$ cat src/cdec_pkg.sv
`default_nettype none

package cdec_pkg;

	localparam int unsigned PIXEL_W    = 8;
	localparam int unsigned THRESH_W   = 8;
	localparam int unsigned DIM_W      = 13;
	localparam int unsigned CROP_W     = 13;
	localparam int unsigned OUT_DATA_W = 16;
	localparam int unsigned OUT_PAD_W  = OUT_DATA_W - CROP_W;
	localparam int unsigned CNT_W      = 10;
	localparam int unsigned AVG_W      = 8;
	localparam int unsigned APB_ADDR_W = 4;
	localparam int unsigned APB_DATA_W = 32;

	localparam logic [CNT_W-1:0] COUNT_MAX = '1;
	localparam logic [AVG_W-1:0] AVG_MAX   = '1;

	localparam logic [THRESH_W-1:0] THRESHOLD_RST = 8'd20;
	localparam logic [DIM_W-1:0]    WIDTH_RST     = 13'd1024;
	localparam logic [DIM_W-1:0]    HEIGHT_RST    = 13'd768;

	typedef enum logic [1:0] {
		REG_THRESHOLD = 2'd0,
		REG_WIDTH     = 2'd1,
		REG_HEIGHT    = 2'd2
	} reg_idx_t;

	typedef enum logic [2:0] {
		ST_CLEAR,
		ST_RUN,
		ST_SCAN_START,
		ST_SCAN_RD,
		ST_SCAN_NUM,
		ST_SCAN_DIV,
		ST_SCAN_EVAL,
		ST_RESULT
	} state_t;

endpackage

`default_nettype wire

$ cat src/cdec_avg_div.sv
`default_nettype none

module cdec_avg_div #(
	parameter int unsigned DIV_W = 13
) (
	input  wire logic                        clk,
	input  wire logic                        arst_n,
	input  wire logic                        start,
	input  wire logic [cdec_pkg::CNT_W-1:0]  count,
	input  wire logic [DIV_W-1:0]            divisor,
	output logic                             done,
	output logic      [cdec_pkg::AVG_W-1:0]  quotient
);

	localparam int unsigned NUM_W  = cdec_pkg::CNT_W + cdec_pkg::AVG_W;
	localparam int unsigned DSH_W  = DIV_W + cdec_pkg::AVG_W;
	localparam int unsigned XW     = (NUM_W > DSH_W) ? NUM_W : DSH_W;
	localparam int unsigned STEP_W = $clog2(cdec_pkg::AVG_W);
	localparam logic [STEP_W-1:0] STEP_LAST = STEP_W'(cdec_pkg::AVG_W - 1);

	logic [XW-1:0]                 num;
	logic [XW-1:0]                 lim;
	logic                          sat;
	logic [XW-1:0]                 rem_q;
	logic [XW-1:0]                 dsh_q;
	logic [cdec_pkg::AVG_W-1:0]    quo_q;
	logic [STEP_W-1:0]             step_q;
	logic                          busy_q;
	logic                          done_q;
	logic                          fits;

	// The numerator is count*255, formed as count*256 - count.
	assign num  = (XW'(count) << cdec_pkg::AVG_W) - XW'(count);
	assign lim  = XW'(divisor) << cdec_pkg::AVG_W;
	assign sat  = (num >= lim);
	assign fits = (rem_q >= dsh_q);

	always_ff @(posedge clk or negedge arst_n) begin
		if (!arst_n) begin
			busy_q <= 1'b0;
			done_q <= 1'b0;
			step_q <= '0;
		end else begin
			done_q <= 1'b0;
			if (start) begin
				busy_q <= !sat;
				done_q <= sat;
				step_q <= '0;
			end else if (busy_q) begin
				step_q <= step_q + 1'b1;
				if (step_q == STEP_LAST) begin
					busy_q <= 1'b0;
					done_q <= 1'b1;
				end
			end
		end
	end

	always_ff @(posedge clk) begin
		if (start) begin
			rem_q <= num;
			dsh_q <= XW'(divisor) << (cdec_pkg::AVG_W - 1);
			quo_q <= sat ? cdec_pkg::AVG_MAX : '0;
		end else if (busy_q) begin
			if (fits) begin
				rem_q <= rem_q - dsh_q;
			end
			quo_q <= {quo_q[cdec_pkg::AVG_W-2:0], fits};
			dsh_q <= dsh_q >> 1;
		end
	end

	assign done     = done_q;
	assign quotient = quo_q;

endmodule

`default_nettype wire

$ cat config.mk
export PLATFORM = sky130hd
export DESIGN_NAME = cdec_avg_div
export DESIGN_NICKNAME = d
export VERILOG_FILES = /design/src/cdec_pkg.sv /design/src/cdec_avg_div.sv
export SDC_FILE = /design/constraint.sdc
export NUM_CORES = 1
export LEC_CHECK = 0
export BUFFER_PORTS_ARGS = -buffer_cell sky130_fd_sc_hd__buf_2
export CAP_MARGIN = 20
export CORE_UTILIZATION = 65
export DETAILED_ROUTE_END_ITERATION = 10
export PLACE_DENSITY = 0.86
export SLEW_MARGIN = 5
export SYNTH_ARGS = -nofsm -noshare
export SYNTH_HDL_FRONTEND = slang
export SYNTH_SLANG_ARGS = --single-unit
$ cat constraint.sdc
create_clock -name clk -period 7.4 [get_ports clk]
set_clock_uncertainty 0.2 [all_clocks]
set_input_delay 0 -clock clk [delete_from_list [all_inputs] [get_ports clk]]
set_output_delay 0 -clock clk [all_outputs]
set_load 0.03 [all_outputs]
After elaboration in Yosys (flattened, before gate mapping)
Index checks and enable logic that the tools add are counted.
- word-level logic and storage cells: 33
- bits of input ports: 26
- memories: 0
- memory bits (read-only): 0
- bits in writable memories: 0
- bits in latches: 0
- bits in registers: 54
- output and inout bits: 9
- reductions and logical operators: 4
- mux-type cells: 16
- shifts and indexed selects: 0
- equality and inequality tests: 1
- bitwise operators: 0
- order comparisons: 2
- add/subtract/negate cells: 3
- multiply operators: 0
- div/mod/pow operators: 0
- operators with widths (operator ; number):
    $mux 21 ; 3
    $mux 20 ; 2
    $mux 8 ; 3
    $ge 21x20->1 ; 1
    $ge 21x21->1 ; 1
    $sub 21x20->21 ; 1
    $sub 18x10->19 ; 1
    $mux 1 ; 6
    $mux 3 ; 2
    $reduce_bool 2->1 ; 2
    $add 3x1->3 const B ; 1
    $eq 3x3->1 const B ; 1
    $reduce_and 2->1 ; 1
    $logic_not 1->1 ; 1

Logic depth before layout (Yosys ltp)
Gate-level depths: netlist of the first run.
- depth after elaboration: 4
- mapped depth: 15
- mapped depth without buffers: 15

Worst setup path after synthesis of the first run
No wires, ideal clock.
- kind: input port to flip-flop
- from: input count[5] (netlist bit)
- to: register quo_q (netlist bit quotient[0]), data pin
- data arrival time: 3.008 ns
- path buffers: 1
- library setup time: 0.255 ns
- setup slack: 3.937 ns
- required time: 6.945 ns
- stages on the path: 12
- cell sequence: clkbuf_1 nor3_1 a41o_1 a21oi_1 nand2_1 nor4_1 ha_1 nand3_1 nor3_1 a2111oi_0 o211ai_4 and2_1
- longest elaborated chain between the ends: 4
- RTL lines (what ; line ; text):
    start, declared ; cdec_avg_div.sv:9 ; input wire logic [cdec_pkg::CNT_W-1:0] count,
    $sub 18x10->19 ; cdec_avg_div.sv:33 ; assign num = (XW'(count) << cdec_pkg::AVG_W) - XW'(count);
    $ge 21x21->1 ; cdec_avg_div.sv:35 ; assign sat = (num >= lim);
    $mux 8 ; cdec_avg_div.sv:63 ; quo_q <= sat ? cdec_pkg::AVG_MAX : '0;
    $mux 8 ; cdec_avg_div.sv:60 ; if (start) begin
    end signal, assigned ; cdec_avg_div.sv:63 ;
    end signal, assigned ; cdec_avg_div.sv:68 ; quo_q <= {quo_q[cdec_pkg::AVG_W-2:0], fits};
    end, declared ; cdec_avg_div.sv:26 ; logic [cdec_pkg::AVG_W-1:0] quo_q;
Every way passes these cells.
A chain may end at the register's enable or synchronous reset.

Final worst setup path of the first run
- from: input count[0] (netlist bit)
- to: register quo_q (netlist bit quotient[0]), data pin
Same word-level chain as after synthesis.

==> results of run 1 <==
## layer usage
metal	part of all wire	global-route usage
met4	0.027	0.129
met1	0.41	0.442
met2	0.47	0.544
met3	0.088	0.0562
met5	0	0
## flip-flops by register name (all words and copies together), names as in the netlist
| register | cells |
|---|---|
| busy_q | 1 |
| done | 1 |
| dsh_q | 20 |
| quotient | 8 |
| rem_q | 21 |
| step_q | 3 |
## power groups by stage
stage | sequential (W) | clock, W | combinational [W]
finish | 0.000471 | 0.000180 | 0.000794
global route | 0.000478 | 0.000187 | 0.000856
CTS | 0.000470 | 0.000175 | 0.000762
detailed placement | 0.000477 | 0 | 0.000742
global placement | 0.000472 | 0 | 0.000726
floorplan | 0.000476 | 0 | 0.000576
## placed cells by master, fill, tap and decap left out, drive strengths merged, types with 2 or more instances in the layout
cell type and n:
and2 3, mux2i 10, xor2 7, dfrtp 5
nand3 6, a21o 2, or4 2, a211o 2
mux2 2, dlygate4sd3 17, o31ai 2, or3 3
nor3b 2, o21ai 37, a21boi 2, nor2 35
buf 35, o22ai 4, dfxtp 7, o211ai 2
o31a 3, nand2b 9, a211oi 4, a31oi 3
a21oi 32, edfxtp 42, clkbuf 7, inv 47
nor4 3, o21bai 2, ha 39, xnor2 19
nand2 46, nand4 5, o21a 11, a41oi 2
a2111oi 2, nor2b 5, nor3 8
## cell families after synthesis
| group | synth area share |
|---|---|
| flip-flops | 0.376 |
| buffers and inverters | 0.0601 |
| XOR/XNOR | 0.0561 |
| AND/OR/NAND/NOR | 0.157 |
| multiplexers | 0.0302 |
| AO/OA/AOI/OAI | 0.196 |
| adder cells (fa/ha/maj) | 0.125 |
## layout make-up
cell class / instances / area share
Tap cell: 75 / 0.0207
Inverter: 47 / 0.0390
Antenna cell: 1 / 0.000553
Sequential cell: 54 / 0.337
Timing Repair Buffer: 52 / 0.0769
Clock inverter: 1 / 0.00111
Clock buffer: 7 / 0.0191
Multi-Input combinational cell: 333 / 0.505
## per-stage QoR
step                 util  setup WS (ps)
floorplan               -           3940
global placement    0.716           3430
detailed placement  0.716           3290
CTS                 0.759           3060
global route        0.759           2650
finish              0.760           3000
## worst max path at each step
stage	start	endpoint	cells past startpoint
2_1_floorplan	count[5]	quotient[0]$_DFFE_PP_	12
3_3_place_gp	count[8]	quotient[0]$_DFFE_PP_	13
3_5_place_dp	count[8]	quotient[0]$_DFFE_PP_	13
4_1_cts	count[0]	quotient[0]$_DFFE_PP_	14
5_1_grt	count[0]	quotient[0]$_DFFE_PP_	14
6_report	count[0]	quotient[0]$_DFFE_PP_	14
## critical path, stage by stage
cell	delay, ps
dlygate4sd3_1	530
buf_2	160
inv_1	90
ha_1	300
a41o_1	220
a21oi_1	360
nand2_1	160
nor4_1	560
ha_1	380
nand3_1	170
nor3_1	120
a2111oi_0	720
o211ai_4	270
and2_1	250
==> results.tsv, run 1 <==
metric	value	unit
share_seq_of_total_power	0.326	
final_area	0.00453	sq mm
antenna_found_initial	0	
synth.most_common_cell	inv_1	
holdPathEnd	rem_q[1]$_DFFE_PP_	
synth_fp_nets	516	
nNetsFinal	559	
p_int	0.000828	W
outcome	finished, final reports clean	
leakage	1.95	nW
synthCells	450	
tns	0	ps
reg2reg_to	rem_q[6]$_DFFE_PP_	
tightest_slew	1090	ps
worst-r2r-setup-slack	3700	ps
hold_start	count[1]	
rr_worst_depth	9	
die-area	0.00656	sq mm
multi_input_area	0.00229	sq mm
area_growth	11.5	%
numCtsBuffers	5	
core-area	0.00596	sq mm
dr.pass1.iters	5	
cp_max_fo	10	
synthTopCellsByArea	edfxtp_1, ha_1, inv_1	
rsz0062_at_grt	no	
hold_buffers	17	
crit_type	in2reg	
clk_latency	330	ps
required	7270	ps
place_congestion	0.909	
synth_edf_count	42	
min_path_type	in2reg	
synth-seq-cells	54	
setup_viol	0	
htree_levels	2	
ys_top_cells_by_count	inv_1, nand2_1, edfxtp_1	
synth_top_area_frac	0.311	
final.period_utilization	0.595	
holdPathStages	5	
power_frac_comb	0.549	
cts_resized	0	
remaining_drc_errors	0	
syn_area_per_cell	9.02	sq um
p_sw_frac	0.427	
cts.sinks	54	
grt_pass1_wl	16200	microns
drt_wl_total	10500	microns
drive_gt1_frac	0.107	
yosys_most_used_dff	edfxtp_1	
ir_drop	0.000188	V
yosysUniqueCellTypes	64	
r2r_start	dsh_q[7]$_DFFE_PP_	
syn_area	0.00406	sq mm
yosysSeqAreaShare	0.376	
die_x	81.0	microns
hold_viol_final	0	
clockRootBuffer	clkbuf_8	
place_area	0.00426	sq mm
start_util	0.681	
clk_pin_slew	90	ps
maxCapViolCount	0	
ys_warn_count	0	
dp_cells	544	
yosys.area.top_type	edfxtp_1	
async_reset_ff_frac	0.0926	
grt_max_degree	65	
avgViaCountPerCell	6.42	
grtUsageTotal	0.333	
regArea	0.00153	sq mm
arrival	4270	ps
portBuffers	34	
fmax	0.227	GHz
top_level_ports	35	
relSlewSlack	0.275	
p_sw	0.000617	W
die_h	81.0	microns
stdcell_count	570	
hold_ws	32.1	ps
grt_pass1_vias	3459	
fillCellCount	435	
clkPwrFrac	0.125	
power	0.00145	W
final_antenna_net_count	0	
wire_per_inst	18.5	microns
cts_setup_buffers	0	
cts_tree	built	
drt-initial-drc-count	401	
grt_remaining_overflow	0	
p_per_area	319	mW/mm^2
clk_path_buf_depth	2	
rows	28	
vias	3658	
period_minus_slack	4400	ps
post-dp-hpwl	7070	microns
critPathCaptureType	flip-flop	
critPathLaunchType	primary input	
final-max-slew-violation-count	0	
Power figures use the tool's default switching activity.
==> run 2, diff against run 1 <==
- ABC_AREA: unset -> 1
- CORE_UTILIZATION: 65 -> 61
- PLACE_DENSITY: 0.86 -> 0.81
- clock period: 7.4 -> 4.1 ns (I/O delays scaled with it)
==> results.tsv, run 2 <==
metric	value	unit	change
outcome	complete, but fails checks		
violations	negative hold slack		
syn_area	0.00448	sq mm	+10%
synth-seq-cells	54		unchanged
cp_max_fo	10		unchanged
nNetsFinal	761		+36%
power_frac_comb	0.557		+0.008
maxCapViolCount	0		unchanged
worst-r2r-setup-slack	1140	ps	-2560 ps
async_reset_ff_frac	0.0926		unchanged
clk_pin_slew	110	ps	+20 ps
clk_latency	330	ps	about the same
cts.sinks	54		unchanged
synth_fp_nets	710		+38%
final_cell_mix	nand2_1, inv_1, nand3_1		
mostFrequentLayoutCell	nand2_1		
setup_viol	0		unchanged
synthTopCellsByArea	edfxtp_1, nand2_1, ha_1		
grtUsageTotal	0.312		-0.0214
drt_wl_total	11200	microns	+6.3%
stdcell_count	792		+39%
leakage	2.67	nW	+37%
tightest_slew	851	ps	-237 ps
final.period_utilization	0.808		
die_x	87.7	microns	+8.2%
die-area	0.00769	sq mm	+17%
post-dp-hpwl	8620	microns	+22%
vias	4294		+17%
portBuffers	34		unchanged
grt_remaining_overflow	0		unchanged
cts_setup_buffers	0		unchanged
grt_pass1_wl	18400	microns	+14%
n_antenna_cell	0		-1
grt_pass1_vias	3986		+15%
relSlewSlack	0.432		+0.157
rows	30		+7.1%
dr.pass1.iters	5		unchanged
fmax	0.302	GHz	
required	3990	ps	-3280 ps
arrival	3200	ps	-1070 ps
dp_cells	765		+41%
htree_levels	2		unchanged
power	0.00271	W	+88%
synth_top_area_frac	0.282		-0.0292
place_congestion	0.972		+6.9%
tns	0	ps	unchanged
antenna_found_initial	0		unchanged
min_path_type	in2reg		
largest_register_ffs	21		unchanged
ys_warn_count	0		unchanged
yosysSeqAreaShare	0.341		-0.0353
core-area	0.00694	sq mm	+17%
critPathLaunchType	primary input		
die_h	87.7	microns	+8.2%
ys_top_cells_by_count	nand2_1, inv_1, nand3_1		
p_sw_frac	0.452		+0.0247
syn_area_per_cell	6.95	sq um	-23%
final_antenna_net_count	0		unchanged
grt_max_degree	35		-46%
avgViaCountPerCell	5.42		-16%
yosys.area.top_type	edfxtp_1		
yosysUniqueCellTypes	35		-45%
top_level_ports	35		unchanged
p_int	0.00149	W	+79%
clockRootBuffer	clkbuf_8		
ir_drop	0.000212	V	+13%
final-max-slew-violation-count	0		unchanged
drt-initial-drc-count	366		-8.7%
drive_gt1_frac	0.105		-0.00240
cts_tree	built		
start_util	0.645		-0.0364
crit_type	in2reg		
p_per_area	535	mW/mm^2	+68%
p_sw	0.00122	W	+98%
rsz0062_at_grt	no		
period_minus_slack	3310	ps	
hold_viol_final	1		+1
synth.most_common_cell	nand2_1		
remaining_drc_errors	0		unchanged
yosys_most_used_dff	edfxtp_1		
hold_ws	-4.01	ps	-36.1 ps
synthCells	644		+43%
area_growth	13.1	%	
wire_per_inst	14.1	microns	-23%
largest_register	rem_q		
share_seq_of_total_power	0.303		-0.023
clkPwrFrac	0.140		+0.015
numCtsBuffers	5		unchanged
synth_edf_count	42		unchanged
critPathCaptureType	flip-flop		
clk_path_buf_depth	2		unchanged
fin_util	0.729		-0.0307
[run 2: cell count changes in the layout (fill, tap and decap cells not counted), sizes merged, moves of 8 or more]
cell / delta
nand2b: -9
xnor2: -18
nand2: +174
o22ai: +14
mux2i: -10
o21ai: -19
or2: +8
inv: +72
nand3: +41
nor2: +9
o21a: -11
[run 2: metal layers]
layer / GRT usage / wire, microns
met4: 0.113 / 337
met2: 0.522 / 5270
met1: 0.409 / 4960
met5: 0 / 0
met3: 0.0490 / 635
[run 2: final timing paths]
check	from	to	depth (start not counted)
min in group asynchronous	arst_n	busy_q$_DFF_PN0_	3
max in group asynchronous	arst_n	step_q[0]$_DFFE_PN0P_	3
worst max register to register	rem_q[8]$_DFFE_PP_	rem_q[10]$_DFFE_PP_	10
worst min-delay path	count[1]	rem_q[1]$_DFFE_PP_	5
worst min register to register	step_q[2]$_DFFE_PN0P_	step_q[2]$_DFFE_PN0P_	2
worst max-delay path	count[9]	quotient[7]$_DFFE_PP_	15
[run 2: what timing repair did]
item,CTS,global route
hold buffers,18,0
endpoints found under the hold margin,21,0
resized for setup,0,0
[run 2: metrics by stage]
step	instance area [sq um]	hold slack (ps)	setup slack, ps
after floorplan	4480	-496	1090
after global placement	4740	-382	1110
after detailed placement	4740	-381	1040
after CTS	5040	6.34	832
after global routing	5060	25.0	522
final	5060	-4.01	788
[run 2: worst max-delay path, cell delays in order]
cell,delay (ps)
dlygate4sd3_1,520
buf_2,130
inv_1,60
ha_1,330
a21oi_1,380
inv_1,80
nor2_1,170
nand4_1,110
inv_1,170
ha_1,290
a211o_1,290
a31oi_1,270
nand3_4,210
nand2_1,140
inv_1,40
[run 2: kinds of logic (layout without fill, tap and decap cells)]
group / Yosys count / count (layout) / synth area share
AND/OR/NAND/NOR: 350 / 350 / 0.339
buffers and inverters: 127 / 179 / 0.107
AO/OA/AOI/OAI: 67 / 67 / 0.0847
flip-flops: 54 / 54 / 0.341
adder cells (fa/ha/maj): 40 / 40 / 0.113
XOR/XNOR: 6 / 6 / 0.0151
[run 2: final cells by class]
class,count,area (sq um)
inverters,117,439
clock inverters,3,47.5
well taps,96,120
multi-input cells,463,2480
flip-flops and latches,54,1530
repair buffers,54,385
clock buffers,5,68.8
fillers,561,1880
[run 2: power groups by stage]
stage | combinational, W | sequential, W | clock (W)
floorplan | 0.00110 | 0.000850 | 0
global placement | 0.00143 | 0.000830 | 0
detailed placement | 0.00146 | 0.000835 | 0
CTS | 0.00148 | 0.000823 | 0.000381
global route | 0.00172 | 0.000834 | 0.000404
finish | 0.00151 | 0.000822 | 0.000379
==> run 3, diff against run 2 <==
- CORE_UTILIZATION: 61 -> 55
- PLACE_DENSITY: 0.81 -> 0.77
- clock period: 4.1 -> 2.9 ns (I/O delays scaled with it)
==> results.tsv, run 3 (same netlist as run 2, synthesis figures left out) <==
metric	value	unit	change
relSlewSlack	0.631		+0.200
rr_worst_depth	11		+1
ir_drop	0.000329	V	+55%
cp.depth	14		-1
setup_viol	0		unchanged
remaining_drc_errors	0		unchanged
top_level_ports	35		unchanged
arrival	2640	ps	-560 ps
rows	32		+6.7%
clk_pin_slew	90	ps	-20 ps
core-area	0.00781	sq mm	+12%
die_x	92.2	microns	+5.2%
place_area	0.00482	sq mm	+1.7%
final_antenna_net_count	0		unchanged
dr.pass1.iters	6		+1
clk_latency	310	ps	-20 ps
hold_viol_final	0		-1
leakage	2.73	nW	+2.0%
fmax	0.362	GHz	
numCtsBuffers	5		unchanged
post-dp-hpwl	8950	microns	+3.8%
worstPathCellList	buf_2 > inv_1 > ha_1 > a21oi_1 > inv_1 > nor2_1 > nand4_1 > inv_1 > ha_1 > a211o_1 > a31oi_2 > nand3_4 > nand2_1 > inv_1		
multi_input_area	0.00253	sq mm	+2.1%
die-area	0.00851	sq mm	+11%
drt-met1-wl	5040	microns	+1.5%
cp_max_fo	5		-5
tightest_slew	553	ps	-298 ps
critPathCaptureType	flip-flop		
slowest_stage	a31oi_2		
r2r_start	dsh_q[7]$_DFFE_PP_		
clk_path_buf_depth	2		unchanged
htree_levels	2		unchanged
maxCapViolCount	0		unchanged
mostFrequentLayoutCell	nand2_1		
portBuffers	34		unchanged
hold_ws	70.0	ps	+74.0 ps
clockRootBuffer	clkbuf_8		
vias	4463		+3.9%
drt_wl_total	11900	microns	+6.0%
holdPathEnd	rem_q[1]$_DFFE_PP_		
wl_met2	5780	microns	+9.7%
start_util	0.574		-0.0713
largest_register_ffs	21		unchanged
path_delay_family	compound AO/OA/AOI/OAI gates		
crit_path_start	count[9]		
final_cell_mix	nand2_1, inv_1, nand3_1		
grt_max_degree	34		-2.9%
period_minus_slack	2760	ps	
grt_pass1_vias	4253		+6.7%
slowest_delay	360	ps	-160 ps
crit_type	in2reg		
drt-initial-drc-count	392		+7.1%
maxUsedRoutingLayer	met4		
drive_gt1_frac	0.123		+0.0178
grt_pass1_wl	19400	microns	+5.6%
wire_per_inst	14.6	microns	+3.5%
reg2reg_to	rem_q[7]$_DFFE_PP_		
largest_register	rem_q		
final.period_utilization	0.952		
nNetsFinal	774		+1.7%
cts.sinks	54		unchanged
p_per_area	722	mW/mm^2	+35%
avgViaCountPerCell	5.50		+1.5%
min_path_type	in2reg		
final-max-slew-violation-count	0		unchanged
outcome	finished, final reports clean		
grt_remaining_overflow	0		unchanged
grtUsageTotal	0.289		-0.0222
antenna_found_initial	0		unchanged
critPathLaunchType	primary input		
die_h	92.2	microns	+5.2%
required	2770	ps	-1220 ps
met3WireLength	691	microns	+8.8%
holdPathStages	5		unchanged
cp_num_buf_inv	5		-1
place_congestion	0.982		+1.1%
final_area	0.00519	sq mm	+2.5%
worst-r2r-setup-slack	320	ps	-820 ps
hold_start	count[1]		
fillCellCount	705		+26%
dp_cells	779		+1.8%
critPathMostFrequentCell	inv_1		
cts_tree	built		
area_growth	15.9	%	
stdcell_count	811		+2.4%
n_antenna_cell	0		unchanged
regArea	0.00153	sq mm	unchanged
[run 3: cell type report]
class,instances,share of cell area
Clock inverter,3,0.00313
Clock buffer,5,0.0133
Inverter,117,0.0846
Sequential cell,54,0.294
Timing Repair Buffer,66,0.0931
Tap cell,102,0.0246
Multi-Input combinational cell,464,0.487
[run 3: per-layer routing]
metal	GRT usage	vias to the layer above
met2	0.519	218
met3	0.0307	36
met4	0.113	0
met1	0.355	2014
li1	-	2195
met5	0	-
[run 3: power breakdown]
group,internal [W],switching [W]
clock network,0.000166,0.000249
logic,0.000757,0.00141
registers,0.00110,0.0000708
[run 3: worst max-delay path by stage]
stage,endpoint,slack [ps]
floorplan,rem_q[0]$_DFFE_PP_,300
global placement,quotient[0]$_DFFE_PP_,130
detailed placement,quotient[6]$_DFFE_PP_,10
CTS,quotient[6]$_DFFE_PP_,30
global route,quotient[2]$_DFFE_PP_,-20
finish,quotient[6]$_DFFE_PP_,140
[run 3: worst reg2reg max path: stages, from the launching register on]
cell and delay, ps:
edfxtp_1 330, inv_1 80, ha_1 370, nand2_1 120, nor2_1 220, nand3_1 100
nand3_1 170, nand2_1 110, nand2_1 110, nand2_1 90, a21oi_2 150, buf_4 240
[run 3: per-stage QoR]
stage | total power, W | utilization | setup TNS, ps | setup WS (ps)
floorplan | 0.00276 | - | 0 | 301
global placement | 0.00321 | 0.617 | 0 | 134
detailed placement | 0.00327 | 0.617 | 0 | 11.6
CTS | 0.00371 | 0.656 | 0 | 32.4
global route | 0.00411 | 0.665 | -99.1 | -24.9
finish | 0.00375 | 0.665 | 0 | 138
[run 3: repair_timing]
action                                  in CTS  in global routing
hold endpoints to repair                    23                  0
buffers inserted                             0                  2
endpoints found under the setup margin       0                 10
gates resized for setup                      0                 11
hold buffers                                22                  0
